==> config.mk <==
export PLATFORM = sky130hd
export DESIGN_NAME = axial_rotation_particle_splitter
export DESIGN_NICKNAME = d
export VERILOG_FILES = /design/src/hdl/arps_pkg.sv /design/src/hdl/axial_rotation_particle_splitter.sv
export SDC_FILE = /design/constraint.sdc
export NUM_CORES = 2
export LEC_CHECK = 0
export BUFFER_PORTS_ARGS = -buffer_cell sky130_fd_sc_hd__buf_2
export CAP_MARGIN = 20
export CORE_ASPECT_RATIO = 1.1
export CORE_MARGIN = 3
export CORE_UTILIZATION = 57
export DETAILED_ROUTE_END_ITERATION = 6
export MAX_ROUTING_LAYER = met4
export PLACE_DENSITY = 0.79
export SLEW_MARGIN = 20
export SYNTH_ARGS = -nofsm -noshare
export SYNTH_HDL_FRONTEND = slang
export SYNTH_SLANG_ARGS = --single-unit
==> constraint.sdc <==
create_clock -name clk -period 11.55 [get_ports clk]
set_input_delay 1.155 -clock clk [delete_from_list [all_inputs] [get_ports clk]]
set_output_delay 1.155 -clock clk [all_outputs]
set_load 0.01 [all_outputs]
==> src/hdl/arps_pkg.sv <==
// ----------------------------------------------------------------------------
// arps_pkg
// Shared widths, register indexes and reset values for the axial rotation
// particle splitter.
// ----------------------------------------------------------------------------
package arps_pkg;

    localparam int POS_W    = 32;
    localparam int DIR_W    = 18;
    localparam int WGT_W    = 32;
    localparam int KIND_W   = 3;
    localparam int COUNT_W  = 7;
    localparam int STEP_W   = 18;
    localparam int SCALE_W  = 17;

    // configuration port
    localparam int CFG_IDX_W  = 3;
    localparam int CFG_DATA_W = 18;

    localparam logic [CFG_IDX_W-1:0] CFG_SPLIT_COUNT  = 3'd0;
    localparam logic [CFG_IDX_W-1:0] CFG_SPLIT_TYPE   = 3'd1;
    localparam logic [CFG_IDX_W-1:0] CFG_STEP_COS     = 3'd2;
    localparam logic [CFG_IDX_W-1:0] CFG_STEP_SIN     = 3'd3;
    localparam logic [CFG_IDX_W-1:0] CFG_WEIGHT_SCALE = 3'd4;
    localparam logic [CFG_IDX_W-1:0] CFG_HAS_PREVIOUS = 3'd5;
    localparam logic [CFG_IDX_W-1:0] CFG_HAS_NEXT     = 3'd6;

    localparam logic [COUNT_W-1:0]       RST_SPLIT_COUNT  = 7'd1;
    localparam logic [KIND_W-1:0]        RST_SPLIT_TYPE   = 3'd0;
    localparam logic signed [STEP_W-1:0] RST_STEP_COS     = 18'sd65536;
    localparam logic signed [STEP_W-1:0] RST_STEP_SIN     = 18'sd0;
    localparam logic [SCALE_W-1:0]       RST_WEIGHT_SCALE = 17'd65536;

    // route codes
    localparam logic ROUTE_PREV = 1'b0;
    localparam logic ROUTE_NEXT = 1'b1;

    // shared multiplier: 33-bit signed by 18-bit signed
    localparam int MUL_A_W = 33;
    localparam int MUL_B_W = 18;
    localparam int PROD_W  = MUL_A_W + MUL_B_W;
    localparam int ACC_W   = PROD_W + 1;
    localparam int RND_W   = ACC_W - 16;

    localparam int DIR_MAX = 65536;

endpackage

==> src/hdl/axial_rotation_particle_splitter.sv <==
// ----------------------------------------------------------------------------
// axial_rotation_particle_splitter
// Routes particles by the sign of dir_z and splits one particle type into
// copies rotated step by step about the z axis.
// ----------------------------------------------------------------------------
// Usage:
//   Input channel in_valid/in_ready carries one particle per transaction;
//   output channel out_valid/out_ready carries one result per transaction,
//   with last set on the final result of a particle.
//   Configuration registers are written through cfg_wr_en/cfg_index/cfg_data;
//   the user must write them only while the block is idle; the block does not enforce it.
//   Sequence: all arithmetic runs through one 33x18 multiplier and one
//   accumulator. A particle that is split first has its weight scaled
//   (S_WMUL, then S_WSAT), then each copy takes eight products plus
//   rounding; in_ready stays low until the last copy is loaded into the
//   result register. A passed-through particle holds in_ready low in
//   S_PASS until its result is loaded; a dropped one leaves the block idle.
//   The result register decouples the sides: the next copy is computed while
//   the previous one waits; if the receiver stalls, the sequencer waits at
//   the last step of the following copy.
//   Reset: configuration returns to its defaults, the sequencer goes idle and
//   the output register is emptied.
// ----------------------------------------------------------------------------
module axial_rotation_particle_splitter
    import arps_pkg::*;
#(
    parameter int MAX_SPLIT = 64
)
(
    input  logic                         clk,
    input  logic                         rst_n,

    input  logic                         cfg_wr_en,
    input  logic [CFG_IDX_W-1:0]         cfg_index,
    input  logic [CFG_DATA_W-1:0]        cfg_data,

    input  logic                         in_valid,
    output logic                         in_ready,
    input  logic signed [POS_W-1:0]      pos_x,
    input  logic signed [POS_W-1:0]      pos_y,
    input  logic signed [DIR_W-1:0]      dir_x,
    input  logic signed [DIR_W-1:0]      dir_y,
    input  logic signed [DIR_W-1:0]      dir_z,
    input  logic [KIND_W-1:0]            particle_kind,
    input  logic [WGT_W-1:0]             weight_in,

    output logic                         out_valid,
    input  logic                         out_ready,
    output logic                         route,
    output logic signed [POS_W-1:0]      pos_x_out,
    output logic signed [POS_W-1:0]      pos_y_out,
    output logic signed [DIR_W-1:0]      dir_x_out,
    output logic signed [DIR_W-1:0]      dir_y_out,
    output logic [WGT_W-1:0]             weight_out,
    output logic                         last
);

    localparam int CNT_W = $clog2(MAX_SPLIT + 1);
    localparam int CMP_W = (CNT_W > COUNT_W) ? CNT_W : COUNT_W;

    // step sequence within one copy
    localparam logic [3:0] PH_FIRST   = 4'd0;
    localparam logic [3:0] PH_X_DONE  = 4'd3;
    localparam logic [3:0] PH_Y_DONE  = 4'd5;
    localparam logic [3:0] PH_DX_DONE = 4'd7;
    localparam logic [3:0] PH_LAST    = 4'd9;

    typedef enum logic [2:0] {
        S_IDLE,
        S_PASS,
        S_WMUL,
        S_WSAT,
        S_ROT
    } state_t;

    // configuration
    logic [COUNT_W-1:0]        split_count_reg;
    logic [KIND_W-1:0]         split_type_reg;
    logic signed [STEP_W-1:0]  step_cos_reg;
    logic signed [STEP_W-1:0]  step_sin_reg;
    logic [SCALE_W-1:0]        weight_scale_reg;
    logic                      has_previous_reg;
    logic                      has_next_reg;

    // control
    state_t                    state_reg;
    logic [3:0]                phase_reg;
    logic [CNT_W-1:0]          copy_cnt_reg;
    logic [CNT_W-1:0]          n_reg;
    logic                      out_valid_reg;

    // datapath
    logic signed [POS_W-1:0]   cur_px_reg;
    logic signed [POS_W-1:0]   cur_py_reg;
    logic signed [DIR_W-1:0]   cur_dx_reg;
    logic signed [DIR_W-1:0]   cur_dy_reg;
    logic [WGT_W-1:0]          held_w_reg;
    logic                      route_reg;
    logic signed [PROD_W-1:0]  prod_reg;
    logic signed [ACC_W-1:0]   acc_reg;

    logic signed [POS_W-1:0]   pos_x_out_reg;
    logic signed [POS_W-1:0]   pos_y_out_reg;
    logic signed [DIR_W-1:0]   dir_x_out_reg;
    logic signed [DIR_W-1:0]   dir_y_out_reg;
    logic [WGT_W-1:0]          weight_out_reg;
    logic                      route_out_reg;
    logic                      last_out_reg;

    // combinational
    logic                      in_fire;
    logic                      out_free;
    logic                      load_pass;
    logic                      load_rot;
    logic                      last_copy;
    logic                      acc_en;
    logic                      is_split;
    logic [CNT_W-1:0]          n_eff;
    logic [CMP_W-1:0]          sc_ext;
    logic signed [MUL_A_W-1:0] mul_a;
    logic signed [MUL_B_W-1:0] mul_b;
    logic signed [PROD_W-1:0]  mul_res;
    logic [3:0]                prod_idx;
    logic signed [ACC_W-1:0]   prod_ext;
    logic signed [ACC_W-1:0]   acc_next;
    logic signed [ACC_W-1:0]   acc_rnd;
    logic signed [RND_W-1:0]   rnd_val;
    logic signed [POS_W-1:0]   rnd_pos;
    logic signed [DIR_W-1:0]   rnd_dir;
    logic [PROD_W-2:0]         w_sum;
    logic [WGT_W-1:0]          w_sat;

    // ------------------------------------------------------------------
    // configuration registers
    // ------------------------------------------------------------------
    always_ff @(posedge clk or negedge rst_n)
    begin
        if (!rst_n)
        begin
            split_count_reg  <= RST_SPLIT_COUNT;
            split_type_reg   <= RST_SPLIT_TYPE;
            step_cos_reg     <= RST_STEP_COS;
            step_sin_reg     <= RST_STEP_SIN;
            weight_scale_reg <= RST_WEIGHT_SCALE;
            has_previous_reg <= 1'b0;
            has_next_reg     <= 1'b1;
        end
        else if (cfg_wr_en)
        begin
            case (cfg_index)
                CFG_SPLIT_COUNT:  split_count_reg  <= cfg_data[COUNT_W-1:0];
                CFG_SPLIT_TYPE:   split_type_reg   <= cfg_data[KIND_W-1:0];
                CFG_STEP_COS:     step_cos_reg     <= $signed(cfg_data[STEP_W-1:0]);
                CFG_STEP_SIN:     step_sin_reg     <= $signed(cfg_data[STEP_W-1:0]);
                CFG_WEIGHT_SCALE: weight_scale_reg <= cfg_data[SCALE_W-1:0];
                CFG_HAS_PREVIOUS: has_previous_reg <= cfg_data[0];
                CFG_HAS_NEXT:     has_next_reg     <= cfg_data[0];
                default: ;
            endcase
        end
    end

    // ------------------------------------------------------------------
    // control decode
    // ------------------------------------------------------------------
    assign in_ready  = (state_reg == S_IDLE);
    assign in_fire   = in_valid && in_ready;
    assign out_free  = !out_valid_reg || out_ready;
    assign load_pass = (state_reg == S_PASS) && out_free;
    assign load_rot  = (state_reg == S_ROT) && (phase_reg == PH_LAST) && out_free;
    assign last_copy = ((copy_cnt_reg + CNT_W'(1)) == n_reg);
    assign is_split  = (particle_kind == split_type_reg);

    // zero count means one copy; clip at MAX_SPLIT
    always_comb
    begin
        sc_ext = CMP_W'(split_count_reg);
        if (sc_ext == '0)
            n_eff = CNT_W'(1);
        else if (sc_ext > CMP_W'(MAX_SPLIT))
            n_eff = CNT_W'(MAX_SPLIT);
        else
            n_eff = CNT_W'(sc_ext);
    end

    // ------------------------------------------------------------------
    // shared multiplier
    // products per copy: 0 x*c, 1 y*s, 2 y*c, 3 x*s (pos, then dir at 4..7)
    // ------------------------------------------------------------------
    always_comb
    begin
        if (state_reg == S_WMUL)
        begin
            mul_a = $signed({1'b0, held_w_reg});
            mul_b = $signed({1'b0, weight_scale_reg});
        end
        else
        begin
            if (phase_reg[2])
                mul_a = (phase_reg[0] == phase_reg[1]) ? MUL_A_W'(cur_dx_reg)
                                                       : MUL_A_W'(cur_dy_reg);
            else
                mul_a = (phase_reg[0] == phase_reg[1]) ? MUL_A_W'(cur_px_reg)
                                                       : MUL_A_W'(cur_py_reg);
            mul_b = phase_reg[0] ? step_sin_reg : step_cos_reg;
        end
    end

    assign mul_res = mul_a * mul_b;

    // accumulate the product taken one step earlier
    assign prod_idx = phase_reg - 4'd1;
    assign prod_ext = ACC_W'(prod_reg);
    assign acc_en   = (phase_reg != PH_FIRST) && (phase_reg != PH_LAST);

    always_comb
    begin
        if (!prod_idx[0])
            acc_next = prod_ext;
        else if (prod_idx[1])
            acc_next = acc_reg - prod_ext;
        else
            acc_next = acc_reg + prod_ext;
    end

    // round to nearest, ties up: floor((acc + 2^15) / 2^16)
    assign acc_rnd = acc_reg + ACC_W'(32768);
    assign rnd_val = acc_rnd[ACC_W-1:16];

    always_comb
    begin
        if (rnd_val > RND_W'(signed'(33'sh0_7FFF_FFFF)))
            rnd_pos = {1'b0, {(POS_W-1){1'b1}}};
        else if (rnd_val < RND_W'(signed'(33'sh1_8000_0000)))
            rnd_pos = {1'b1, {(POS_W-1){1'b0}}};
        else
            rnd_pos = rnd_val[POS_W-1:0];

        if (rnd_val > RND_W'(DIR_MAX))
            rnd_dir = DIR_W'(DIR_MAX);
        else if (rnd_val < RND_W'(-DIR_MAX))
            rnd_dir = DIR_W'(-DIR_MAX);
        else
            rnd_dir = rnd_val[DIR_W-1:0];
    end

    // scaled weight, product is never negative
    assign w_sum = prod_reg[PROD_W-2:0] + (PROD_W-1)'(32768);
    assign w_sat = (|w_sum[PROD_W-2:WGT_W+16]) ? {WGT_W{1'b1}} : w_sum[WGT_W+15:16];

    // ------------------------------------------------------------------
    // sequencer and output valid
    // ------------------------------------------------------------------
    always_ff @(posedge clk or negedge rst_n)
    begin
        if (!rst_n)
        begin
            state_reg     <= S_IDLE;
            phase_reg     <= PH_FIRST;
            copy_cnt_reg  <= '0;
            n_reg         <= CNT_W'(1);
            out_valid_reg <= 1'b0;
        end
        else
        begin
            if (load_pass || load_rot)
                out_valid_reg <= 1'b1;
            else if (out_ready)
                out_valid_reg <= 1'b0;

            case (state_reg)
                S_IDLE:
                begin
                    if (in_fire)
                    begin
                        if (dir_z[DIR_W-1])
                        begin
                            if (has_previous_reg)
                                state_reg <= S_PASS;
                        end
                        else if ((dir_z != '0) && has_next_reg)
                        begin
                            if (is_split)
                            begin
                                state_reg    <= S_WMUL;
                                n_reg        <= n_eff;
                                copy_cnt_reg <= '0;
                                phase_reg    <= PH_FIRST;
                            end
                            else
                                state_reg <= S_PASS;
                        end
                    end
                end
                S_PASS:
                begin
                    if (out_free)
                        state_reg <= S_IDLE;
                end
                S_WMUL:
                    state_reg <= S_WSAT;
                S_WSAT:
                    state_reg <= S_ROT;
                S_ROT:
                begin
                    if (phase_reg != PH_LAST)
                        phase_reg <= phase_reg + 4'd1;
                    else if (out_free)
                    begin
                        phase_reg <= PH_FIRST;
                        if (last_copy)
                            state_reg <= S_IDLE;
                        else
                            copy_cnt_reg <= copy_cnt_reg + CNT_W'(1);
                    end
                end
                default:
                    state_reg <= S_IDLE;
            endcase
        end
    end

    // ------------------------------------------------------------------
    // datapath registers
    // ------------------------------------------------------------------
    always_ff @(posedge clk)
    begin
        prod_reg <= mul_res;

        case (state_reg)
            S_IDLE:
            begin
                if (in_fire)
                begin
                    cur_px_reg <= pos_x;
                    cur_py_reg <= pos_y;
                    cur_dx_reg <= dir_x;
                    cur_dy_reg <= dir_y;
                    held_w_reg <= weight_in;
                    route_reg  <= dir_z[DIR_W-1] ? ROUTE_PREV : ROUTE_NEXT;
                end
            end
            S_WSAT:
                held_w_reg <= w_sat;
            S_ROT:
            begin
                if (acc_en)
                    acc_reg <= acc_next;
                // in-place update: for x and dir_x the old value is consumed by the multiply
                // issued in this same step
                if (phase_reg == PH_X_DONE)
                    cur_px_reg <= rnd_pos;
                if (phase_reg == PH_Y_DONE)
                    cur_py_reg <= rnd_pos;
                if (phase_reg == PH_DX_DONE)
                    cur_dx_reg <= rnd_dir;
                if (load_rot)
                    cur_dy_reg <= rnd_dir;
            end
            default: ;
        endcase

        if (load_pass || load_rot)
        begin
            route_out_reg  <= route_reg;
            pos_x_out_reg  <= cur_px_reg;
            pos_y_out_reg  <= cur_py_reg;
            dir_x_out_reg  <= cur_dx_reg;
            dir_y_out_reg  <= load_rot ? rnd_dir : cur_dy_reg;
            weight_out_reg <= held_w_reg;
            last_out_reg   <= load_pass ? 1'b1 : last_copy;
        end
    end

    assign out_valid  = out_valid_reg;
    assign route      = route_out_reg;
    assign pos_x_out  = pos_x_out_reg;
    assign pos_y_out  = pos_y_out_reg;
    assign dir_x_out  = dir_x_out_reg;
    assign dir_y_out  = dir_y_out_reg;
    assign weight_out = weight_out_reg;
    assign last       = last_out_reg;

    // ------------------------------------------------------------------
    // assertions
    // ------------------------------------------------------------------
    a_phase_range: assert property (@(posedge clk) disable iff (!rst_n)
        phase_reg <= PH_LAST)
        else $error("step counter out of range");

    a_copy_bound: assert property (@(posedge clk) disable iff (!rst_n)
        (state_reg == S_ROT) |-> (copy_cnt_reg < n_reg))
        else $error("copy counter passed split count");

    a_count_range: assert property (@(posedge clk) disable iff (!rst_n)
        (state_reg == S_ROT) |-> (n_reg >= CNT_W'(1) && n_reg <= CNT_W'(MAX_SPLIT)))
        else $error("split count outside 1..MAX_SPLIT");

    a_final_copy: assert property (@(posedge clk) disable iff (!rst_n)
        (load_rot && last_copy) |=> (state_reg == S_IDLE && out_valid_reg && last_out_reg))
        else $error("final copy did not end the split");

    a_rot_route: assert property (@(posedge clk) disable iff (!rst_n)
        load_rot |=> (route_out_reg == ROUTE_NEXT))
        else $error("rotated copy sent backward");

endmodule

==> results by group <==
Status
  • Outcome: completed

Clock tree
  • CTS Buf Count: 49
  • H-tree levels: 2
  • Cts repair resizes: 0
  • CTS sink cnt: 457
  • Clk Latency, worst-skew pair: 640 ps
  • CTS clk-pin slew, worst paths: 70 ps
  • Post-CTS Setup Bufs: 0
  • CTS tree: done
  • Cts hold-fix bufs: 0
  • CTS Root Cell: clkbuf_16
  • Max clock buf depth: 3

Timing
  • Slew HR: 19.2%
  • Final Cycle Share: 87.8%
  • Minimum clock period: 10140 ps
  • Setup total negative slack: 0 ps
  • Slew Limit Fails: 0
  • Worst slew pin tran: 1200 ps
  • Hold Fails Final Rpt: 0
  • RSZ-0062 raised after global routing: false
  • Fmax: 98.6 MHz
  • Setup violations, final: 0
  • Skew final: 58.7 ps

Layout
  • Share of cells above drive strength 1: 13.1%
  • Area grow syn2layout: 9.98%
  • Fillers: 6218
  • Number of flip-flops in the largest register: 52
  • Fin cells: 5849
  • Multi-input gate area: 28200 um^2
  • Final nets: 5706
  • Layout Utilization: 63.6%
  • Reg area: 12800 um^2

Synth
  • Synth Register Bits: 457
  • Async set-reset flop share out of synthesis: 19.0%
  • Syn Area/Cell: 9.69 um^2
  • Sequential share of the synthesized area: 28.9%
  • Cell variety after synth: 81
  • Dominant synthesized flop cell: edfxtp_1
  • Post-synthesis cell count: 4562
  • Synth top area share: 25.8%
  • Post-synth EDFFs: 319
  • Syn_nets: 5493
  • Synth Warn #: 0
  • Syn Std Cell Area: 44200 um^2
  • Top cells by area, synth: fa_1 (26%), edfxtp_1 (22%), inv_1 (5.7%)
  • Yosys top cell by area: fa_1

Placed design
  • RD Place Congestion: 0.999
  • Hpwl dp: 112000 um
  • Inst Count DP: 5749
  • IO Port Bufs: 314

Die
  • Initial core utilization: 57.9%
  • Horiz. Die Dim: 271 um
  • Die H: 298 um
  • Full die area: 80900 um^2
  • Site Rows: 106
  • Core area: 76400 um^2
  • I/O pin total: 315

Critical path
  • R2R Path Start: phase_reg[0]$_DFFE_PN0P_
  • CP Data Required Time: 12050 ps
  • Worst R2R Setup Slack: 1410 ps
  • Path depth of the worst reg2reg path: 26
  • Critical path data arrival time: 10640 ps
  • Reg-to-Reg End: prod_reg[45]$_DFF_P_
  • CP Class: register to register
  • Crit-path max FO: 35
  • Crit path launch type: register
  • CP endpoint kind: register

Hold path
  • Hold Crit Endpoint: route$_DFFE_PP_
  • Hold Crit Class: register to register
  • Hold depth: 0
  • Worst hold path startpoint: route_reg$_DFFE_PP_

GRT
  • Initial antenna violation count: 8
  • First-pass GRT wire length: 216000 um
  • Pin count of the biggest net entering global routing: 88
  • GRT Overall Usage: 36.3%
  • Grt ovf: 0
  • Vias in the first global route: 35884

Routing
  • Wirelength, routed: 142000 um
  • Number of remaining DRC errors: 0
  • Vias: 35518
  • WL per Instance: 24.2 um
  • Drt pass-1 iters: 6
  • Antenna Nets Post-Route: 0
  • Vias per std cell: 6.07
  • DRT iter0 DRCs: 3677

Run
  • MaxCap Viol Count: 0
==> worst max-delay path, stage by stage, from the launching register on <==
cell and delay [ps]:
dfrtp_4 410, clkinv_1 390, ha_4 840, mux4_2 710, mux2i_1 870, nor2_1 180, fa_1 580, inv_1 50
fa_1 490, fa_1 520, inv_1 50, fa_1 460, fa_1 550, inv_1 60, fa_1 540, inv_1 40
ha_1 380, nand3_1 150, nor2_1 200, nand4_1 140, a2111oi_0 980, o31ai_1 220, buf_4 230, o2111ai_1 340
nand2_1 150, o21ai_0 260, xnor2_1 210
==> cell usage in the layout, fill, tap and decap left out, types with 17 or more instances in the layout <==
cell         n
and3_1      24
nor2b_1     17
fa_1       570
a21o_1      78
buf_4       56
xor2_1     124
nand2b_1    31
ha_1       181
xnor2_1     98
o21ai_0    185
o21a_1      80
nor4_1      18
o31ai_1     36
or3_1       17
nand4_1     32
buf_2      313
nor3_1      32
inv_1      677
dfxtp_1     51
dfrtp_1     81
edfxtp_1   319
nor2_1     417
nand3_1     74
a31oi_1     18
mux2_2     101
clkbuf_16   50
a21oi_1    165
mux4_2      17
o21ai_1     34
a211oi_1    21
mux2i_1     45
nand2_1    596
==> synthesized netlist by cell type (all sizes together) (13+ instances only) <==
cell,number
clkbuf,187
xnor2,98
a31oi,19
nand4,33
mux2i,46
buf,22
ha,182
a211oi,21
edfxtp,319
mux2,101
or2,15
nor2b,17
and3,24
o21ai,219
inv,677
nand2b,32
nand2,597
xor2,124
mux4,17
a22oi,15
dfxtp,51
o31ai,38
nor2,418
or4,16
or3,18
a21o,79
dfrtp,82
nor4,18
a21oi,181
o21bai,15
o21a,80
nand3,74
fa,570
and4,13
nor3,36
==> final cells by class <==
| type | instances | area share, % |
|---|---|---|
| flip-flops and latches | 457 | 26.3 |
| inverters | 678 | 5.24 |
| multi-input cells | 3218 | 58.1 |
| clock buffers | 55 | 2.63 |
| well taps | 1026 | 2.64 |
| diodes | 8 | 0.0412 |
| repair buffers | 371 | 4.13 |
| clock inverters | 36 | 0.911 |
==> logic make-up (layout without fill, tap and decap cells) <==
family	after synthesis	count (layout)	synth area share (%)
XOR/XNOR	222	222	4.40
adder cells (fa/ha/maj)	752	752	31.0
AO/OA/AOI/OAI	738	738	10.4
AND/OR/NAND/NOR	1342	1342	13.2
buffers and inverters	887	1140	7.56
other	0	8	0
flip-flops	457	457	28.9
multiplexers	164	164	4.48
==> stage by stage <==
step | hold slack (ps) | cell area, um^2 | setup WS, ps
floorplan | 400 | 44200 | 425
global placement | 404 | 46800 | 1740
detailed placement | 407 | 46800 | 1740
CTS | 421 | 48500 | 1620
global route | 439 | 48600 | 1150
finish | 420 | 48600 | 1410
==> metal layers <==
metal	track usage [%]	vias to the layer above	share of wire, %
met5	-	-	0
met1	45.5	17662	37
met4	19.6	0	6.7
li1	-	15378	-
met2	54.8	1991	46
met3	8.64	487	11
==> how the worst max path moves through the flow <==
stage,start,to,slack [ps],cells past startpoint
finish,phase_reg[0]$_DFFE_PN0P_,prod_reg[45]$_DFF_P_,1410,26
CTS,phase_reg[0]$_DFFE_PN0P_,prod_reg[45]$_DFF_P_,1620,24
global placement,phase_reg[0]$_DFFE_PN0P_,prod_reg[49]$_DFF_P_,1740,23
floorplan,out_ready,dir_x_out[0]$_DFFE_PP_,430,2
global route,phase_reg[0]$_DFFE_PN0P_,prod_reg[45]$_DFF_P_,1150,26
detailed placement,phase_reg[0]$_DFFE_PN0P_,prod_reg[49]$_DFF_P_,1740,25
Power is left out: the tool's default activity adds up to more than one toggle a clock period on the data nets, which glitch-free logic cannot reach.
